**config.mk**
```make
export PLATFORM = sky130hd
export DESIGN_NAME = euclidean_distance
export DESIGN_NICKNAME = d
export VERILOG_FILES = /design/src/rtl/ed_pkg.sv /design/src/rtl/ed_front.sv /design/src/rtl/ed_queue.sv /design/src/rtl/ed_sqrt.sv /design/src/rtl/euclidean_distance.sv
export VERILOG_INCLUDE_DIRS = /design/src /design/src/rtl
export SDC_FILE = /design/constraint.sdc
export NUM_CORES = 1
export LEC_CHECK = 0
export BUFFER_PORTS_ARGS = -buffer_cell sky130_fd_sc_hd__buf_2
export CAP_MARGIN = 25
export CORE_MARGIN = 1
export CORE_UTILIZATION = 59
export CTS_CLUSTER_SIZE = 30
export DETAILED_ROUTE_END_ITERATION = 10
export PLACE_DENSITY = 0.85
export SLEW_MARGIN = 20
export SYNTH_ARGS = -nofsm -noshare
export SYNTH_HDL_FRONTEND = slang
export SYNTH_SLANG_ARGS = --single-unit
```
**constraint.sdc**
```tcl
create_clock -name i_clk -period 6.6 [get_ports i_clk]
set_input_delay 0.33 -clock i_clk [delete_from_list [all_inputs] [get_ports i_clk]]
set_output_delay 0.33 -clock i_clk [all_outputs]
set_load 0.05 [all_outputs]
```
**src/rtl/euclidean_distance_macros.svh**
```systemverilog
// Assertion macros for the euclidean distance block.
`ifndef EUCLIDEAN_DISTANCE_MACROS_SVH
`define EUCLIDEAN_DISTANCE_MACROS_SVH

`ifndef SYNTHESIS
// Same-cycle implication, disabled while reset is asserted.
`define ED_ASSERT_IMP(label, clk, rst_n, ante, cons) \
    label: assert property (@(posedge clk) disable iff (!(rst_n)) (ante) |-> (cons)) \
        else $error("euclidean_distance: same-cycle check failed");
// Next-cycle implication, disabled while reset is asserted.
`define ED_ASSERT_NEXT(label, clk, rst_n, ante, cons) \
    label: assert property (@(posedge clk) disable iff (!(rst_n)) (ante) |=> (cons)) \
        else $error("euclidean_distance: next-cycle check failed");
`else
`define ED_ASSERT_IMP(label, clk, rst_n, ante, cons)
`define ED_ASSERT_NEXT(label, clk, rst_n, ante, cons)
`endif

`endif

```
**src/rtl/ed_pkg.sv**
```systemverilog
// Shared constants and types for the euclidean distance block.
`default_nettype none
package ed_pkg;

    // element width of each vector field
    localparam int ELEM_WIDTH  = 16;
    // accumulator and result widths
    localparam int SUM_W       = 48;
    localparam int DIST_W      = 24;
    // magnitudes at or above 2^DIST_W saturate, so the multiplier is at most DIST_W wide
    localparam int SQ_IN_W     = (ELEM_WIDTH > DIST_W) ? DIST_W : ELEM_WIDTH;
    localparam int SQ_W        = 2 * SQ_IN_W;
    // stream word widths
    localparam int IN_TDATA_W  = ((2 * ELEM_WIDTH + 7) / 8) * 8;
    localparam int OUT_TDATA_W = ((DIST_W + 7) / 8) * 8;
    // queue between accumulator and square root unit
    localparam int Q_DEPTH     = 2;
    localparam int Q_AW        = 1;

    // one finished vector: raw Q32.16 sum and its saturation flag
    typedef struct packed {
        logic [SUM_W-1:0] sum;
        logic             sat;
    } t_vec_result;

    typedef struct packed {
        logic full;
        logic empty;
    } t_queue_status;

    typedef struct packed {
        logic busy;
        logic idle;
    } t_back_status;

endpackage
`default_nettype wire

```
**src/rtl/ed_front.sv**
```systemverilog
// Front end: difference, square and saturating accumulation per element pair.
`default_nettype none
module ed_front (
    input  wire logic                               i_clk,
    input  wire logic                               i_rst_n,
    input  wire logic                               i_valid,
    output logic                                    o_ready,
    input  wire logic signed [ed_pkg::ELEM_WIDTH-1:0] i_elem_a,
    input  wire logic signed [ed_pkg::ELEM_WIDTH-1:0] i_elem_b,
    input  wire logic                               i_last,
    output logic                                    o_push,
    output ed_pkg::t_vec_result                     o_push_data,
    input  wire ed_pkg::t_queue_status              i_q_status
);

    localparam int EW = ed_pkg::ELEM_WIDTH;

    logic                           r_s1_valid;
    logic                           r_s1_last;
    logic [EW-1:0]                  r_s1_mag;
    logic                           r_s2_valid;
    logic                           r_s2_last;
    logic                           r_s2_big;
    logic [ed_pkg::SQ_W-1:0]        r_s2_sq;
    logic [ed_pkg::SUM_W-1:0]       r_sum;
    logic                           r_sat;

    logic signed [EW:0]             w_diff;
    logic [EW:0]                    w_abs;
    logic                           w_big;
    logic [ed_pkg::SQ_IN_W-1:0]     w_sq_in;
    logic [ed_pkg::SUM_W:0]         w_add;
    logic                           w_ovf;
    logic [ed_pkg::SUM_W-1:0]       n_sum;
    logic                           n_sat;
    logic                           w_stall;

    // a finished vector waits in stage 2 while the queue is full
    assign w_stall = r_s2_valid & r_s2_last & i_q_status.full;
    assign o_ready = ~w_stall;

    // difference and magnitude, one bit wider than the elements
    assign w_diff = {i_elem_a[EW-1], i_elem_a} - {i_elem_b[EW-1], i_elem_b};
    assign w_abs  = w_diff[EW] ? (EW+1)'(-w_diff) : w_diff;

    // magnitudes past the multiplier width saturate outright
    generate
        if (EW > ed_pkg::DIST_W) begin : g_big
            assign w_big = |r_s1_mag[EW-1:ed_pkg::DIST_W];
        end else begin : g_nobig
            assign w_big = 1'b0;
        end
    endgenerate
    assign w_sq_in = r_s1_mag[ed_pkg::SQ_IN_W-1:0];

    // saturating add of the square into the running sum
    assign w_add = {1'b0, r_sum} + {1'b0, ed_pkg::SUM_W'(r_s2_sq)};
    assign w_ovf = r_s2_big | w_add[ed_pkg::SUM_W];
    assign n_sum = w_ovf ? '1 : w_add[ed_pkg::SUM_W-1:0];
    assign n_sat = r_sat | w_ovf;

    assign o_push           = r_s2_valid & r_s2_last & ~w_stall;
    assign o_push_data.sum  = n_sum;
    assign o_push_data.sat  = n_sat;

    // stage 1: magnitude
    always_ff @(posedge i_clk) begin
        if (!i_rst_n) begin
            r_s1_valid <= 1'b0;
        end else if (!w_stall) begin
            r_s1_valid <= i_valid;
        end
        if (!w_stall) begin
            r_s1_last <= i_last;
            r_s1_mag  <= w_abs[EW-1:0];
        end
    end

    // stage 2: square
    always_ff @(posedge i_clk) begin
        if (!i_rst_n) begin
            r_s2_valid <= 1'b0;
        end else if (!w_stall) begin
            r_s2_valid <= r_s1_valid;
        end
        if (!w_stall) begin
            r_s2_last <= r_s1_last;
            r_s2_big  <= w_big;
            r_s2_sq   <= w_sq_in * w_sq_in;
        end
    end

    // stage 3: accumulate, clear after the last pair
    always_ff @(posedge i_clk) begin
        if (!i_rst_n) begin
            r_sum <= '0;
            r_sat <= 1'b0;
        end else if (r_s2_valid && !w_stall) begin
            if (r_s2_last) begin
                r_sum <= '0;
                r_sat <= 1'b0;
            end else begin
                r_sum <= n_sum;
                r_sat <= n_sat;
            end
        end
    end

endmodule
`default_nettype wire

```
**src/rtl/ed_queue.sv**
```systemverilog
// Short queue of finished vector sums between accumulator and square root unit.
`default_nettype none
module ed_queue (
    input  wire logic                   i_clk,
    input  wire logic                   i_rst_n,
    input  wire logic                   i_push,
    input  wire ed_pkg::t_vec_result    i_push_data,
    input  wire logic                   i_pop,
    output ed_pkg::t_vec_result         o_pop_data,
    output ed_pkg::t_queue_status       o_status
);

    ed_pkg::t_vec_result        r_mem [ed_pkg::Q_DEPTH];
    logic [ed_pkg::Q_AW-1:0]    r_wr_ptr;
    logic [ed_pkg::Q_AW-1:0]    r_rd_ptr;
    logic [ed_pkg::Q_AW:0]      r_count;

    assign o_status.full  = (r_count == (ed_pkg::Q_AW+1)'(ed_pkg::Q_DEPTH));
    assign o_status.empty = (r_count == '0);
    assign o_pop_data     = r_mem[r_rd_ptr];

    // entry storage
    always_ff @(posedge i_clk) begin
        if (i_push) begin
            r_mem[r_wr_ptr] <= i_push_data;
        end
    end

    // pointers and fill level
    always_ff @(posedge i_clk) begin
        if (!i_rst_n) begin
            r_wr_ptr <= '0;
            r_rd_ptr <= '0;
            r_count  <= '0;
        end else begin
            if (i_push) begin
                r_wr_ptr <= r_wr_ptr + 1'b1;
            end
            if (i_pop) begin
                r_rd_ptr <= r_rd_ptr + 1'b1;
            end
            if (i_push && !i_pop) begin
                r_count <= r_count + 1'b1;
            end else if (i_pop && !i_push) begin
                r_count <= r_count - 1'b1;
            end
        end
    end

endmodule
`default_nettype wire

```
**src/rtl/ed_sqrt.sv**
```systemverilog
// Back end: bit-serial floored square root of a vector sum, with output register.
`default_nettype none
module ed_sqrt (
    input  wire logic                       i_clk,
    input  wire logic                       i_rst_n,
    input  wire ed_pkg::t_queue_status      i_q_status,
    input  wire ed_pkg::t_vec_result        i_data,
    output logic                            o_pop,
    output logic                            o_valid,
    input  wire logic                       i_ready,
    output logic [ed_pkg::DIST_W-1:0]       o_distance,
    output logic                            o_overflow,
    output ed_pkg::t_back_status            o_status
);

    localparam int SW = ed_pkg::SUM_W;

    typedef enum logic [2:0] {
        S_IDLE = 3'b001,
        S_CALC = 3'b010,
        S_OUT  = 3'b100
    } t_state;

    t_state         r_state;
    logic [SW-1:0]  r_rem;
    logic [SW-1:0]  r_root;
    logic [SW-1:0]  r_bit;
    logic           r_ovf;

    logic [SW-1:0]  w_trial;
    logic           w_take;

    assign w_trial = r_root + r_bit;
    assign w_take  = (r_rem >= w_trial);

    assign o_pop           = (r_state == S_IDLE) & ~i_q_status.empty;
    assign o_valid         = (r_state == S_OUT);
    assign o_distance      = r_root[ed_pkg::DIST_W-1:0];
    assign o_overflow      = r_ovf;
    assign o_status.busy   = (r_state == S_CALC);
    assign o_status.idle   = (r_state == S_IDLE);

    // sequencer
    always_ff @(posedge i_clk) begin
        if (!i_rst_n) begin
            r_state <= S_IDLE;
        end else begin
            unique case (r_state)
                S_IDLE: begin
                    if (!i_q_status.empty) begin
                        r_state <= S_CALC;
                    end
                end
                S_CALC: begin
                    if (r_bit[0]) begin
                        r_state <= S_OUT;
                    end
                end
                S_OUT: begin
                    if (i_ready) begin
                        r_state <= S_IDLE;
                    end
                end
                default: r_state <= S_IDLE;
            endcase
        end
    end

    // one result bit per cycle, trial subtract against root plus bit
    always_ff @(posedge i_clk) begin
        if (r_state == S_IDLE) begin
            r_rem  <= i_data.sum;
            r_ovf  <= i_data.sat;
            r_root <= '0;
            r_bit  <= SW'(1) << (SW - 2);
        end else if (r_state == S_CALC) begin
            if (w_take) begin
                r_rem  <= r_rem - w_trial;
                r_root <= (r_root >> 1) + r_bit;
            end else begin
                r_root <= r_root >> 1;
            end
            r_bit <= r_bit >> 2;
        end
    end

endmodule
`default_nettype wire

```
**src/rtl/euclidean_distance.sv**
```systemverilog
// Euclidean distance over streamed Q8.8 element pairs: top level.
//
// Input stream: each word carries one element of vector A and the matching
// element of vector B (signed Q8.8); tlast marks the final pair of a vector.
// Output stream: one word per vector, the floored square root of the summed
// squared differences as unsigned Q16.8, with tuser set if the sum saturated.
// Throughput: one pair per cycle while input ready is high. The accumulator
// is a three-stage pipeline (difference, multiply, add) that feeds a
// two-entry queue of finished sums. The square root unit produces one result
// bit per cycle over the 24 bits of a result, after a load step and before
// an output step, and takes no new vector until its result word is taken;
// vectors that end faster back up into the queue and then hold the input
// ready low.
// Reset clears the running sum, the queue and the sequencer. When the
// receiver stalls, the result word holds in its register and further sums
// wait in the queue.
`default_nettype none
`include "euclidean_distance_macros.svh"
module euclidean_distance (
    input  wire logic                               i_clk,
    input  wire logic                               i_rst_n,
    input  wire logic                               i_s_axis_tvalid,
    output logic                                    o_s_axis_tready,
    // [ELEM_WIDTH-1:0] elem_a, [2*ELEM_WIDTH-1:ELEM_WIDTH] elem_b, rest zero
    input  wire logic [ed_pkg::IN_TDATA_W-1:0]      i_s_axis_tdata,
    input  wire logic                               i_s_axis_tlast,
    output logic                                    o_m_axis_tvalid,
    input  wire logic                               i_m_axis_tready,
    // [23:0] distance
    output logic [ed_pkg::OUT_TDATA_W-1:0]          o_m_axis_tdata,
    // [0] overflow
    output logic                                    o_m_axis_tuser
);

    localparam int EW = ed_pkg::ELEM_WIDTH;

    logic                           w_push;
    ed_pkg::t_vec_result            w_push_data;
    logic                           w_pop;
    ed_pkg::t_vec_result            w_pop_data;
    ed_pkg::t_queue_status          w_q_status;
    ed_pkg::t_back_status           w_back_status;
    logic [ed_pkg::DIST_W-1:0]      w_distance;

    // accumulator
    ed_front u_front (
        .i_clk       (i_clk),
        .i_rst_n     (i_rst_n),
        .i_valid     (i_s_axis_tvalid),
        .o_ready     (o_s_axis_tready),
        .i_elem_a    (i_s_axis_tdata[EW-1:0]),
        .i_elem_b    (i_s_axis_tdata[2*EW-1:EW]),
        .i_last      (i_s_axis_tlast),
        .o_push      (w_push),
        .o_push_data (w_push_data),
        .i_q_status  (w_q_status)
    );

    // queue of finished sums
    ed_queue u_queue (
        .i_clk       (i_clk),
        .i_rst_n     (i_rst_n),
        .i_push      (w_push),
        .i_push_data (w_push_data),
        .i_pop       (w_pop),
        .o_pop_data  (w_pop_data),
        .o_status    (w_q_status)
    );

    // square root and output register
    ed_sqrt u_sqrt (
        .i_clk       (i_clk),
        .i_rst_n     (i_rst_n),
        .i_q_status  (w_q_status),
        .i_data      (w_pop_data),
        .o_pop       (w_pop),
        .o_valid     (o_m_axis_tvalid),
        .i_ready     (i_m_axis_tready),
        .o_distance  (w_distance),
        .o_overflow  (o_m_axis_tuser),
        .o_status    (w_back_status)
    );

    assign o_m_axis_tdata = ed_pkg::OUT_TDATA_W'(w_distance);

    // checks across front, queue and back
    `ED_ASSERT_IMP(a_push_not_full, i_clk, i_rst_n, w_push, !w_q_status.full)
    `ED_ASSERT_IMP(a_stall_means_full, i_clk, i_rst_n, !o_s_axis_tready, w_q_status.full)
    `ED_ASSERT_IMP(a_pop_not_empty, i_clk, i_rst_n, w_pop, !w_q_status.empty && w_back_status.idle)
    `ED_ASSERT_NEXT(a_pop_starts_calc, i_clk, i_rst_n, w_pop, w_back_status.busy && !o_m_axis_tvalid)

endmodule
`default_nettype wire
```
# Word level (Yosys, flattened, before mapping)

Memory sizes are Yosys's and may differ from the RTL's. A register that Yosys moved wholly into a read port is not among the register bits.
Cells that the tools add are included.

Bits in writable memories: 98
Bits of input ports: 37
Memories kept: 1
Output and inout bits: 27
Bits in registers: 229

Order comparisons: 1
Multiplexer cells: 18
Eq/ne operators: 7
Bitwise operators: 7
Reduce and logical (&&, ||, !) cells: 12
Multiply operators: 1
Add/sub/neg operators: 10

Memories:

| memory        | depth | bits a word | rd ports | clocked after Yosys merged registers in | wr ports | line           | source |
|---|---|---|---|---|---|---|---|
| u_queue.r_mem | 2     | 49          | 1        | 1                                       | 1        | ed_queue.sv:13 | `ed_pkg::t_vec_result r_mem [ed_pkg::Q_DEPTH];` |

Operator list:

| cell                | number |
|---|---|
| $mux 48             | 6 |
| $add 48x32->49      | 1 |
| $add 47x47->48      | 1 |
| $add 48x47->48      | 1 |
| $ge 48x48->1        | 1 |
| $sub 48x48->48      | 1 |
| $mul 16x16->32      | 1 |
| $sub 16x16->17      | 1 |
| $mux 16             | 1 |
| $neg 16->16         | 1 |
| $mux 3              | 3 |
| $pmux 3 s3          | 1 |
| $reduce_bool 2->1   | 3 |
| $mux 1              | 5 |
| $and 1x1->1         | 4 |
| $mux 2              | 2 |
| $ne 2x2->1 const B  | 2 |
| $eq 3x1->1 const B  | 1 |
| $eq 3x2->1 const B  | 1 |
| $eq 3x3->1 const B  | 1 |
| $logic_and 1x1->1   | 3 |
| $logic_not 1->1     | 3 |
| $reduce_and 3->1    | 1 |
| $add 1x1->1 const B | 2 |
| 8 further kinds     | 9 |

# Longest topological paths before layout

Word-level depth: 8
Depth in mapped cells: 25
Depth with buffers taken out: 24

# By module

A second synthesis with hierarchy kept.

Cells, all modules: 3284
Area, all modules: 29637.2 µm²

By module, submodules not included:

| module   | instances | area each (µm²) | cells each |
|---|---|---|---|
| ed_front | 1         | 14602.8         | 1692 |
| ed_sqrt  | 1         | 11283.3         | 1418 |
| ed_queue | 1         | 3751.1          | 174 |

# Least setup slack after synthesis

OpenSTA, ideal clock, no wires.

Path kind: register to register
Start: reg u_front.r_s1_mag[1]
End: reg u_front.r_s2_sq[31] (netlist bit), data pin
Library setup time: 261 ps
Arrival: 5958 ps
Cell stages (with the launch flop): 21
Data required time: 6339 ps
Buffers on the path: 2
Path slack: 381 ps
Cells stage by stage: edfxtp_1 > clkbuf_1 > clkbuf_1 > nand2_1 > fa_1 > fa_1 > inv_1 > fa_1 > fa_1 > fa_1 > inv_1 > fa_1 > inv_1 > ha_1 > nand2_1 > or3_1 > o31ai_1 > a41oi_1 > a311oi_1 > a41oi_1 > xnor2_1

Longest elaborated chain between the ends: 1

Ends and longest elaborated chain:

| what                   | line           | source |
|---|---|---|
| from (decl)            | ed_front.sv:20 | `logic [EW-1:0] r_s1_mag;` |
| from (signal assigned) | ed_front.sv:75 | `r_s1_mag <= w_abs[EW-1:0];` |
| $mul 16x16->32         | ed_front.sv:89 | `r_s2_sq <= w_sq_in * w_sq_in;` |
| to (signal assigned)   | ed_front.sv:89 |  |
| to (decl)              | ed_front.sv:24 | `logic [ed_pkg::SQ_W-1:0] r_s2_sq;` |

Every way passes these cells.
A chain may end at the register's enable or synchronous reset.

# Worst setup path after layout

Start: reg u_front.r_s1_mag[2]
End: reg u_front.r_s2_sq[26] (netlist bit), data pin

The elaborated chain is that of the path after synthesis.

==> metrics.md <==
| Metric | Value |
|---|---|
| DR iter-0 viols | 1850 |
| Skew final | 12.85 ps |
| Critical Path RT | 6900 ps |
| Final Hold Viols | 0 |
| Post-DR wirelength/cell | 18.05 um |
| Seq/Total Area, Yosys | 29.78% |
| Nets | 3590 |
| Slew margin rel. | 30.40% |
| H-tree levels | 2 |
| Most common cell after layout, fill and taps aside | inv_1 |
| Worst Setup Start Kind | register |
| Max Cap Viol | 0 |
| DRC viols | 0 |
| Critical path class | register to register |
| Xor/xnor share of the synthesized area | 6.621% |
| Global-route wire length before repair | 112700 um |
| Area of the mapped netlist | 0.02857 mm^2 |
| Dpl cells | 3703 |
| Largest net degree at the start of global routing | 74 |
| Initial DRT Pass Iterations | 5 |
| Most frequent cells in the layout | 328 x inv_1, 305 x nand2_1, 247 x ha_1 |
| Fmax | 156.0 MHz |
| Area Growth Syn to Fin | 8.084% |
| Post-layout min period | 6411 ps |
| Largest family of logic cells by synthesized area | adder cells |
| Design area | 0.03088 mm^2 |
| IO buf count | 63 |
| CTS buffer count | 36 |
| Initial antenna violation count | 0 |
| Mean Syn Cell Area | 9.170 um^2 |
| CTS tree | done |
| DRT antenna net count | 0 |
| Tightest Hold Check Type | input port to register |
| Detailed Route WL | 68220 um |
| Dpl cell area | 0.02948 mm^2 |
| Top Ports | 64 |
| Final Max Slew Viols | 0 |
| CTS root buffer | clkbuf_16 |
| Tcrit/Tclk final | 97.14% |
| FP Rows | 80 |
| Synth warn | 0 |
| CP max FO | 6 |
| Post-route insts no fill | 3780 |
| Initial Util | 59.84% |
| Via density per instance | 6.074 |
| Setup violations, final | 0 |
| Post-synth EDFFs | 196 |
| Share of cells above drive strength 1 | 8.499% |
| Total grt overflow | 0 |
| Post-Synthesis Cells | 3116 |
| Worst slew pin tran | 1041 ps |
| Inserted Diodes | 0 |
| Synth Area in Compound Gates | 19.24% |
| # clock sinks | 327 |
| Vias in the first global route | 23270 |
| Tot GR Track Use | 27.65% |
| HPWL Detailed | 52030 um |
| Worst-path clk slew | 60 ps |
| Gp weighted congestion | 0.9019 |
| Syn nets | 3567 |
| Synthesis-stage register bit count | 327 |
| Post-Synth Simple-Gate Area | 13.09% |
| Via count | 22960 |
| Worst-Skew Late Latency | 560 ps |
| Synthesized-area fraction occupied by adder cells | 22.44% |
| Synth unique cells | 90 |
| Die Ht | 222.1 um |
| Ys flop type | edfxtp_1 |
| Core area | 0.04775 mm^2 |
| Arr. time, crit path | 6710 ps |
| Status | completed |
| Die Width | 222.1 um |
| Proportion of synthesized flip-flops having asynchronous set or reset | 0% |
| Die area | 0.04931 mm^2 |
| Longest Clk Path Bufs | 3 |
| Multiplexer area fraction after synthesis | 2.225% |
| CP Capture Type | register |
==> Yosys cell counts, types with 7 or more instances <==
library cell    n  share of area [%]
o211ai_1       13               0.34
nand3_1        46               0.81
nor2_1        141                1.9
mux2_2         10               0.39
nor4_1         17               0.37
and4_1          8               0.25
edfxtp_1      196                 21
nand2_1       307                4.0
xnor2_1       116                3.6
fa_1          164                 11
or3_1          19               0.42
a211oi_1       30               0.79
o221ai_1        8               0.25
o21a_1         29               0.76
a21boi_0       22               0.58
o31a_1          7               0.21
nand2b_1       17               0.37
nor2b_1        40               0.88
nor3_1         40               0.70
o31ai_1        13               0.34
and2_1         56                1.2
mux2i_1        50                1.8
o21ai_0       176                3.1
xor2_1        100                3.1
o21bai_1       50                1.3
inv_1         329                4.3
buf_4          25               0.66
a21o_1         84                2.2
and3_1         27               0.59
or2_2           9               0.20
a22o_1         40                1.2
a31oi_1        61                1.3
buf_2          12               0.21
a31o_2         21               0.64
a21oi_1       204                3.6
clkbuf_1      102                1.3
a311oi_1        7               0.21
o22ai_1        12               0.26
ha_1          250                 11
dfxtp_1       131                9.2
nand4_1        33               0.72
==> layout make-up <==
type,instances,area [um^2]
clock buffer,47,1002
clock inverter,17,197.7
fill,3763,16860
inverter,329,1235
multi-input combinational,2315,18300
sequential,327,8509
tap,615,769.5
timing repair buffer,130,867.1
==> path summary, 6_finish.rpt <==
check | start | endpoint | slack, ps | cells past startpoint
worst max-delay path | u_front.r_s1_mag[2] | u_front.r_s2_sq[26] | 190 | 24
worst max register to register | u_front.r_s1_mag[2] | u_front.r_s2_sq[26] | 190 | 24
worst min register to register | u_front.r_s1_last | u_front.r_s2_last | 420 | 0
worst min-delay path | i_s_axis_tvalid | u_front.r_s1_valid | 100 | 3
==> sequential cells by signal (all words and copies together) (netlist names), 2 cells and up, named ones only <==
signal            flops
u_sqrt.r_rem         48
u_sqrt.r_root        48
u_queue.r_mem        98
u_front.r_sum        48
u_sqrt.r_state        3
u_sqrt.r_bit         24
u_front.r_s2_sq      31
u_queue.r_count       2
u_front.r_s1_mag     16
==> what timing repair did <==
item / CTS / global route
setup endpoints to repair: 3 / 6
pin swaps: 0 / 6
setup buffers: 4 / 8
resized for setup: 3 / 17
hold buffers: 1 / 0
hold endpoints to repair: 1 / 0
==> critical path, cell delays in order, from the launching register on <==
cell and delay [ps]:
edfxtp_1 480, and2_1 240, fa_1 520, inv_1 60, fa_1 530, inv_1 50, fa_1 520, inv_1 70
fa_1 530, inv_1 50, fa_1 540, inv_1 60, fa_1 540, inv_1 50, ha_2 320, and4_1 220
a211oi_2 250, o21ai_2 120, a21oi_1 170, buf_4 160, o21ai_1 90, a21oi_1 200, o21bai_1 120, a21oi_1 200
xnor2_1 80
==> logic make-up after synthesis <==
group,Yosys count
AOI/OAI and AO/OA,839
muxes,62
buffers and inverters,474
and+or+nand+nor,784
DFF,327
xor gates and xnor gates,216
adders and majority gates,414
==> metrics by stage <==
stage | worst slack (ps) | setup TNS (ps) | hold slack [ps] | util [%]
floorplan | 380.6 | 0 | 400.3 | -
global route | -42.81 | -42.81 | 91.52 | 64.68
global placement | 79.35 | 0 | 407.8 | 61.64
CTS | 31.87 | 0 | 70.80 | 64.37
finish | 188.6 | 0 | 95.00 | 64.68
detailed placement | -75.60 | -188.4 | 408.9 | 61.75
==> per-layer routing <==
metal	vias up	wire length, um	GRT usage [%]
met3	158	3255	3.273
met1	11060	28690	34.16
li1	10990	-	-
met2	747	33880	49.03
met5	-	0	0
met4	0	2389	10.98
Power is left out: the tool's default activity adds up to more than one toggle a clock period on the data nets, which glitch-free logic cannot reach.
